**config.mk**
```make
export PLATFORM = sky130hd
export DESIGN_NAME = led_blink_pattern_controller_core
export DESIGN_NICKNAME = d
export VERILOG_FILES = /design/src/rtl/lbpc_pkg.sv /design/src/rtl/led_blink_pattern_controller_core.sv
export VERILOG_INCLUDE_DIRS = /design/src /design/src/rtl
export SDC_FILE = /design/constraint.sdc
export NUM_CORES = 1
export LEC_CHECK = 0
export ABC_CLOCK_PERIOD_IN_PS = 3500
export BUFFER_PORTS_ARGS = -buffer_cell sky130_fd_sc_hd__buf_4
export CORE_MARGIN = 8
export CORE_UTILIZATION = 51
export CTS_CLUSTER_SIZE = 30
export DETAILED_ROUTE_END_ITERATION = 10
export GPL_TIMING_DRIVEN = 0
export PLACE_DENSITY = 0.71
export SLEW_MARGIN = 0
export SYNTH_ARGS = -nofsm -noshare
export SYNTH_HDL_FRONTEND = slang
export SYNTH_SLANG_ARGS = --single-unit
```
**constraint.sdc**
```tcl
create_clock -name clock -period 3.5 [get_ports clock]
set_input_delay 0.875 -clock clock [delete_from_list [all_inputs] [get_ports clock]]
set_output_delay 0.875 -clock clock [all_outputs]
set_load 0.02 [all_outputs]
```
**src/rtl/led_blink_pattern_controller_core_macros.svh**
```systemverilog
`ifndef LED_BLINK_PATTERN_CONTROLLER_CORE_MACROS_SVH
`define LED_BLINK_PATTERN_CONTROLLER_CORE_MACROS_SVH

`ifndef SYNTHESIS

`define LBPC_ASSERT_NOW(label, clk, rst, ante, cons) \
   label: assert property (@(posedge clk) disable iff (rst) (ante) |-> (cons)) \
      else $error("lbpc: same-cycle check failed");

`define LBPC_ASSERT_NEXT(label, clk, rst, ante, cons) \
   label: assert property (@(posedge clk) disable iff (rst) (ante) |=> (cons)) \
      else $error("lbpc: next-cycle check failed");

`else

`define LBPC_ASSERT_NOW(label, clk, rst, ante, cons)

`define LBPC_ASSERT_NEXT(label, clk, rst, ante, cons)

`endif

`endif

```
**src/rtl/lbpc_pkg.sv**
```systemverilog
package lbpc_pkg;

   localparam int NUM_LEDS       = 4;
   localparam int TIMER_BITS_DEF = 16;
   localparam int PERIOD_BITS    = 16;
   localparam int CSR_DATA_BITS  = 16;
   localparam int CSR_INDEX_BITS = 2;
   localparam int STEP_BITS      = 4;

   localparam logic [PERIOD_BITS-1:0] PERIOD_RESET = 16'd50;
   localparam logic [NUM_LEDS-1:0]    ACTIVE_RESET = 4'hF;

   // LED channel slots driven by the two-LED pattern
   localparam int LED1_SLOT = 0;
   localparam int LED2_SLOT = 1;

   localparam logic [STEP_BITS-1:0] PAT_LEN_SHORT  = 4'd4;
   localparam logic [STEP_BITS-1:0] PAT_LEN_MEDIUM = 4'd6;
   localparam logic [STEP_BITS-1:0] PAT_LEN_LONG   = 4'd8;
   localparam logic [STEP_BITS-1:0] PAT_STEP_ONE   = 4'd1;
   localparam logic [STEP_BITS-1:0] PAT_STEP_TWO   = 4'd2;

   typedef enum logic {
      FUNC_TICK    = 1'b0,
      FUNC_COMMAND = 1'b1
   } func_type;

   typedef enum logic [2:0] {
      CMD_OFF           = 3'd0,
      CMD_ON            = 3'd1,
      CMD_BLINK_STOP    = 3'd2,
      CMD_BLINK_START   = 3'd3,
      CMD_PATTERN_START = 3'd4,
      CMD_PATTERN_STOP  = 3'd5
   } command_type;

   typedef enum logic [CSR_INDEX_BITS-1:0] {
      CSR_BLINK_PERIOD   = 2'd0,
      CSR_PATTERN_PERIOD = 2'd1,
      CSR_ACTIVE_HIGH    = 2'd2
   } csr_index_type;

   // pattern length chosen by the led index of a pattern start
   function automatic logic [STEP_BITS-1:0] pattern_length_of(input logic [1:0] sel);
      logic [STEP_BITS-1:0] len;
      case (sel)
         2'd0:    len = PAT_LEN_SHORT;
         2'd1:    len = PAT_LEN_MEDIUM;
         default: len = PAT_LEN_LONG;
      endcase
      return len;
   endfunction

endpackage

```
**src/rtl/led_blink_pattern_controller_core.sv**
```systemverilog
// LED blink and pattern controller, four channels (LED1, LED2, LED3, error LED).
// Request channel (req_valid/req_ready): one beat is either a tick (req_func 0)
// or a command (req_func 1) with req_led_index and req_command.
// Response channel (rsp_valid/rsp_ready): exactly one beat per request beat,
// carrying pin levels, blink enables and the pattern-running flag after it.
// CSR port: csr_we writes csr_wdata into register csr_index at once
// (0 blink period, 1 pattern period, 2 active-high mask); write only when idle.
// The state update is done combinationally from the accepted beat, and the
// result lands in the response register at the same edge as the new state.
// Throughput is one beat per cycle while rsp_ready is high; the limit is the
// single response register. When the receiver stalls, req_ready drops until
// the held response is taken; the response holds unchanged meanwhile.
// Reset (synchronous, active high) clears all LEDs, blink and pattern state,
// sets pattern length to four and periods to 50 ticks, mask to all active high.
module led_blink_pattern_controller_core #(
   parameter int TIMER_BITS = lbpc_pkg::TIMER_BITS_DEF
) (
   input  logic                                clock,
   input  logic                                reset,
   input  logic                                req_valid,
   output logic                                req_ready,
   input  logic                                req_func,
   input  logic [1:0]                          req_led_index,
   input  logic [2:0]                          req_command,
   output logic                                rsp_valid,
   input  logic                                rsp_ready,
   output logic [lbpc_pkg::NUM_LEDS-1:0]       rsp_led_pins,
   output logic [lbpc_pkg::NUM_LEDS-1:0]       rsp_blink_running,
   output logic                                rsp_pattern_running,
   input  logic                                csr_we,
   input  logic [lbpc_pkg::CSR_INDEX_BITS-1:0] csr_index,
   input  logic [lbpc_pkg::CSR_DATA_BITS-1:0]  csr_wdata
);
   import lbpc_pkg::*;

`include "led_blink_pattern_controller_core_macros.svh"

   localparam int CMP_BITS = (TIMER_BITS > PERIOD_BITS) ? TIMER_BITS : PERIOD_BITS;

   logic [PERIOD_BITS-1:0] blink_period_ff;
   logic [PERIOD_BITS-1:0] pattern_period_ff;
   logic [NUM_LEDS-1:0]    active_high_ff;

   logic [NUM_LEDS-1:0]    lit_ff, lit_in;
   logic [NUM_LEDS-1:0]    blink_en_ff, blink_en_in;
   logic [TIMER_BITS-1:0]  blink_timer_ff [NUM_LEDS];
   logic [TIMER_BITS-1:0]  blink_timer_in [NUM_LEDS];
   logic [TIMER_BITS-1:0]  blink_inc [NUM_LEDS];
   logic                   pat_en_ff, pat_en_in;
   logic [TIMER_BITS-1:0]  pat_timer_ff, pat_timer_in;
   logic [TIMER_BITS-1:0]  pat_inc;
   logic [STEP_BITS-1:0]   pat_step_ff, pat_step_in;
   logic [STEP_BITS-1:0]   step_inc;
   logic                   pat_phase_ff, pat_phase_in;
   logic [STEP_BITS-1:0]   pat_len_ff, pat_len_in;

   logic                   rsp_valid_ff, rsp_valid_in;
   logic [NUM_LEDS-1:0]    rsp_pins_ff;
   logic [NUM_LEDS-1:0]    rsp_blink_ff;
   logic                   rsp_pattern_ff;

   logic                   req_accept;
   logic                   idle_timers_clear;

   assign req_ready  = !rsp_valid_ff || rsp_ready;
   assign req_accept = req_valid && req_ready;

   always_comb begin
      for (int i = 0; i < NUM_LEDS; i++) begin
         blink_inc[i] = blink_timer_ff[i] + 1'b1;
      end
   end

   assign pat_inc  = pat_timer_ff + 1'b1;
   assign step_inc = pat_step_ff + 1'b1;

   // next state for one accepted beat
   always_comb begin
      lit_in       = lit_ff;
      blink_en_in  = blink_en_ff;
      for (int i = 0; i < NUM_LEDS; i++) begin
         blink_timer_in[i] = blink_timer_ff[i];
      end
      pat_en_in    = pat_en_ff;
      pat_timer_in = pat_timer_ff;
      pat_step_in  = pat_step_ff;
      pat_phase_in = pat_phase_ff;
      pat_len_in   = pat_len_ff;

      if (req_accept) begin
         if (func_type'(req_func) == FUNC_TICK) begin
            for (int i = 0; i < NUM_LEDS; i++) begin
               if (blink_en_ff[i]) begin
                  if (CMP_BITS'(blink_inc[i]) >= CMP_BITS'(blink_period_ff)) begin
                     blink_timer_in[i] = '0;
                     lit_in[i]         = !lit_ff[i];
                  end else begin
                     blink_timer_in[i] = blink_inc[i];
                  end
               end
            end
            if (pat_en_ff) begin
               if (CMP_BITS'(pat_inc) >= CMP_BITS'(pattern_period_ff)) begin
                  pat_timer_in = '0;
                  pat_phase_in = !pat_phase_ff;
                  if (step_inc == PAT_STEP_ONE || step_inc == PAT_STEP_TWO) begin
                     lit_in[LED1_SLOT] = 1'b0;
                     lit_in[LED2_SLOT] = !pat_phase_ff;
                     pat_step_in       = step_inc;
                  end else begin
                     lit_in[LED1_SLOT] = !pat_phase_ff;
                     lit_in[LED2_SLOT] = 1'b0;
                     pat_step_in       = (step_inc >= pat_len_ff) ? '0 : step_inc;
                  end
               end else begin
                  pat_timer_in = pat_inc;
               end
            end
         end else begin
            case (command_type'(req_command))
               CMD_OFF: begin
                  lit_in[req_led_index] = 1'b0;
               end
               CMD_ON: begin
                  lit_in[req_led_index] = 1'b1;
               end
               CMD_BLINK_STOP: begin
                  blink_en_in[req_led_index]    = 1'b0;
                  blink_timer_in[req_led_index] = '0;
                  lit_in[req_led_index]         = 1'b0;
               end
               CMD_BLINK_START: begin
                  blink_en_in[req_led_index] = 1'b1;
               end
               CMD_PATTERN_START: begin
                  pat_step_in  = '0;
                  pat_timer_in = '0;
                  pat_phase_in = 1'b0;
                  pat_en_in    = 1'b1;
                  pat_len_in   = pattern_length_of(req_led_index);
               end
               CMD_PATTERN_STOP: begin
                  pat_en_in = 1'b0;
               end
               default: begin
               end
            endcase
         end
      end
   end

   always_comb begin
      rsp_valid_in = rsp_valid_ff;
      if (req_accept) begin
         rsp_valid_in = 1'b1;
      end else if (rsp_ready) begin
         rsp_valid_in = 1'b0;
      end
   end

   always_ff @(posedge clock) begin
      if (reset) begin
         blink_period_ff   <= PERIOD_RESET;
         pattern_period_ff <= PERIOD_RESET;
         active_high_ff    <= ACTIVE_RESET;
      end else if (csr_we) begin
         case (csr_index_type'(csr_index))
            CSR_BLINK_PERIOD:   blink_period_ff   <= csr_wdata[PERIOD_BITS-1:0];
            CSR_PATTERN_PERIOD: pattern_period_ff <= csr_wdata[PERIOD_BITS-1:0];
            CSR_ACTIVE_HIGH:    active_high_ff    <= csr_wdata[NUM_LEDS-1:0];
            default: begin
            end
         endcase
      end
   end

   always_ff @(posedge clock) begin
      if (reset) begin
         lit_ff       <= '0;
         blink_en_ff  <= '0;
         for (int i = 0; i < NUM_LEDS; i++) begin
            blink_timer_ff[i] <= '0;
         end
         pat_en_ff    <= 1'b0;
         pat_timer_ff <= '0;
         pat_step_ff  <= '0;
         pat_phase_ff <= 1'b0;
         pat_len_ff   <= PAT_LEN_SHORT;
         rsp_valid_ff <= 1'b0;
      end else begin
         lit_ff       <= lit_in;
         blink_en_ff  <= blink_en_in;
         for (int i = 0; i < NUM_LEDS; i++) begin
            blink_timer_ff[i] <= blink_timer_in[i];
         end
         pat_en_ff    <= pat_en_in;
         pat_timer_ff <= pat_timer_in;
         pat_step_ff  <= pat_step_in;
         pat_phase_ff <= pat_phase_in;
         pat_len_ff   <= pat_len_in;
         rsp_valid_ff <= rsp_valid_in;
      end
   end

   // response payload, loaded with each accepted beat
   always_ff @(posedge clock) begin
      if (req_accept) begin
         rsp_pins_ff    <= lit_in ^ ~active_high_ff;
         rsp_blink_ff   <= blink_en_in;
         rsp_pattern_ff <= pat_en_in;
      end
   end

   assign rsp_valid           = rsp_valid_ff;
   assign rsp_led_pins        = rsp_pins_ff;
   assign rsp_blink_running   = rsp_blink_ff;
   assign rsp_pattern_running = rsp_pattern_ff;

   // a channel that is not blinking always has a cleared timer
   always_comb begin
      idle_timers_clear = 1'b1;
      for (int i = 0; i < NUM_LEDS; i++) begin
         if (!blink_en_ff[i] && blink_timer_ff[i] != '0) begin
            idle_timers_clear = 1'b0;
         end
      end
   end

   `LBPC_ASSERT_NOW(a_step_below_len, clock, reset, 1'b1, pat_step_ff < pat_len_ff)
   `LBPC_ASSERT_NOW(a_len_legal, clock, reset, 1'b1,
      pat_len_ff == PAT_LEN_SHORT || pat_len_ff == PAT_LEN_MEDIUM || pat_len_ff == PAT_LEN_LONG)
   `LBPC_ASSERT_NOW(a_idle_timer_clear, clock, reset, 1'b1, idle_timers_clear)
   `LBPC_ASSERT_NEXT(a_accept_gives_rsp, clock, reset, req_accept, rsp_valid_ff)

endmodule
```
==> flow_metrics.tcl <==
set metrics [dict create \
    arrival_ps 3750 \
    ir_worst_vdd_v 0.000414 \
    grt_use_met1_pct 29.7 \
    yosysWarnings 0 \
    viasPerCell 5.85 \
    wl_per_cell_um 17.7 \
    period_minus_slack_ps 3590 \
    yosys.area.top_type_share_pct 29.5 \
    ctsHoldBuffers 0 \
    avgSynthCellArea_um2 8.20 \
    num_io_pins 40 \
    core_area_um2 17700 \
    worstHoldPathType "reg -> reg" \
    finalHoldViolations 0 \
    register_area_um2 2980 \
    numCtsBuffers 17 \
    vias 8393 \
    drt_pass1_iterations 6 \
    placed_cells 1377 \
    synth.distinct_cells 71 \
    fin_nets 1313 \
    layout_common_cells "dfxtp_1 (119), nand2_1 (117), a21oi_1 (112), nor2_1 (93), ha_1 (86)" \
    post-route-period-util_pct 102 \
    cts_tree "yes" \
    relSlewSlack_pct 40.2 \
    initialDrtViolationCount 687 \
    fp.dieH_um 150 \
    worstSetupEndpointType "flop" \
    first_global_vias 7590 \
    synth_sequential_area_ratio_pct 32.4 \
    setup_ws_ps -85.5 \
    core.rowCount 49 \
    synth.top_cells.by_area "dfxtp_1 (29%), ha_1 (13%), a21oi_1 (6.3%), nand2_1 (4.9%), xor2_1 (4.7%)" \
    synth_nets 1231 \
    maxCapViolCount 0 \
    powerDensity_nw_per_um2 360 \
    leakage_nw 4.59 \
    synth_seq_cells 143 \
    detail-route-antenna-nets 0 \
    post-synth-top-area-cell "dfxtp_1" \
    dp_hpwl_mm 17.7 \
    antennaDiodeCount 0 \
    clock_latency_ps 430 \
    htree_levels 4 \
    skew_ps 11.9 \
    tightest_slew_ps 896 \
    netlist_area_um2 9110 \
    die_area_um2 22400 \
    remaining_drc_errors 0 \
    fin_total_pwr_mw 3.91 \
    clock.fmax_mhz 279 \
    final_cells 1435 \
    synth_ff_type "dfxtp_1" \
    cp.required_ps 3660 \
    clockBufferDepth 2 \
    drive_gt1_share_pct 17.7 \
    violations "negative setup slack" \
    netlist_instances 1111 \
    totalWireLength_mm 25.4 \
    grt_max_degree 19 \
    die-width_um 150 \
    top_usage_layer "met2" \
    place_congestion 0.862 \
    setup_viol 2 \
    dpl_cell_area_um2 9670 \
    post-route-util_pct 61.4 \
    grt-ovfl-total 0 \
    areaGrowthSynthToFinish_pct 19.4 \
    critPathMaxFanout 5 \
    synthArstFlopShare_pct 0 \
    path_class "reg -> reg" \
    nFillCells 1501 \
    use_met2_pct 35.7 \
    rsz0062_at_grt "true" \
    finalInstanceArea_um2 10900 \
    grtUsageMet3_pct 4.23 \
    synth_edf_count 9 \
    grtUsageTotal_pct 22.2 \
    clk_pin_slew_ps 70 \
    final_common_cell "dfxtp_1" \
    portBuffers 37 \
    multi_input_area_um2 6110 \
    grt_first_pass_wirelength_mm 39.4 \
    maxSlewViolCount 0 \
    cts-root-buf "clkbuf_16" \
    antenna_found_initial 0 \
    clock-sinks 143 \
    start_util_pct 51.4 \
    status "complete, but fails checks" \
    cp-start-kind "flop" \
]
==> final timing paths <==
path	start	end	slack (ps)	cells after the start
worst min-delay path	pattern_period_ff[7]	pattern_period_ff[7]	450	2
worst max-delay path	pat_timer_ff[1]	rsp_led_pins[0]	-90	13
worst max register to register	pat_timer_ff[1]	rsp_led_pins[0]	-90	13
worst min register to register	pattern_period_ff[7]	pattern_period_ff[7]	450	2
==> metal layers <==
layer / part of all wire, % / vias to the layer above
met1: 45 / 3989
met5: 0 / -
met4: 2.1 / 0
met3: 6.2 / 32
met2: 47 / 230
li1: - / 4142
==> cell type report <==
| cell class | count | share of cell area, % |
|---|---|---|
| clock buffer | 21 | 4.53 |
| multi-input combinational | 872 | 56.2 |
| clock inverter | 11 | 1.19 |
| sequential | 143 | 27.4 |
| tap | 229 | 2.64 |
| timing repair buffer | 63 | 4.35 |
| inverter | 57 | 1.97 |
| buffer | 39 | 1.66 |
==> cells in the mapped netlist, types with 4 or more instances <==
cell and instances:
nand3_1 38, a21oi_1 115, nand3b_1 12, o21ai_1 5, inv_1 56, xnor2_1 25, or3_1 21, and3_1 33
nand2_1 120, a22oi_1 24, or2_2 7, buf_2 6, xor2_1 49, mux2_2 5, ha_1 91, nor2_1 101
a211o_1 11, and2_1 6, edfxtp_1 9, nand4_1 11, nand2b_1 7, a311oi_1 22, and3_4 4, dfxtp_1 134
nor3_1 12, a211oi_1 10, o21ai_0 49, nor4_1 4, nor2b_1 19, nor3b_1 9, clkbuf_1 27, mux2i_1 4
==> critical path, cell delays in order, from the launching register on <==
cell and delay [ps]:
dfxtp_4 370, ha_4 140, and3_4 190, and3_4 220, and3_4 220, nand3_2 100
xnor2_2 160, ha_1 310, nand4_1 170, or3_4 420, o32ai_4 410, and3b_2 310
o41ai_4 110, xor2_1 190
==> stage by stage <==
stage	hold slack [ps]	worst slack, ps	setup TNS (ps)
after floorplan	436	185	0
after global routing	471	-93.4	-192
final	454	-85.5	-124
after detailed placement	448	-500	-5900
after CTS	456	-91.8	-91.8
after global placement	442	-460	-3920
==> cells by family (layout without fill, tap and decap cells) <==
family	Yosys count	in the layout	share of synthesized area [%]
fa+ha+maj	91	91	12.5
compound gates	277	277	19.5
mux	9	9	1.06
buf+inv	96	191	4.26
simple gates	421	421	23.2
flops	143	143	32.4
xor+xnor	74	74	7.12
==> sequential cells by signal, summed over array words and instances (netlist names), 3 cells and up <==
register / flops
rsp_blink_running: 4
pattern_period_ff: 16
lit_ff: 4
active_high_ff: 4
pat_len_ff: 3
rsp_led_pins: 4
pat_step_ff: 4
pat_timer_ff: 16
blink_timer_ff: 64
blink_en_ff: 4
blink_period_ff: 16
==> repair_timing <==
item,CTS,global route
setup endpoints to repair,44,82
setup buffers,13,13
pin swaps,13,22
resized for setup,39,58
==> where the power goes <==
| part | total (mW) | switching [mW] | internal [mW] |
|---|---|---|---|
| clock network | 1.90 | 0.747 | 1.16 |
| logic | 0.322 | 0.209 | 0.112 |
| registers | 1.69 | 0.0169 | 1.67 |
(Power assumes the default switching activity.)
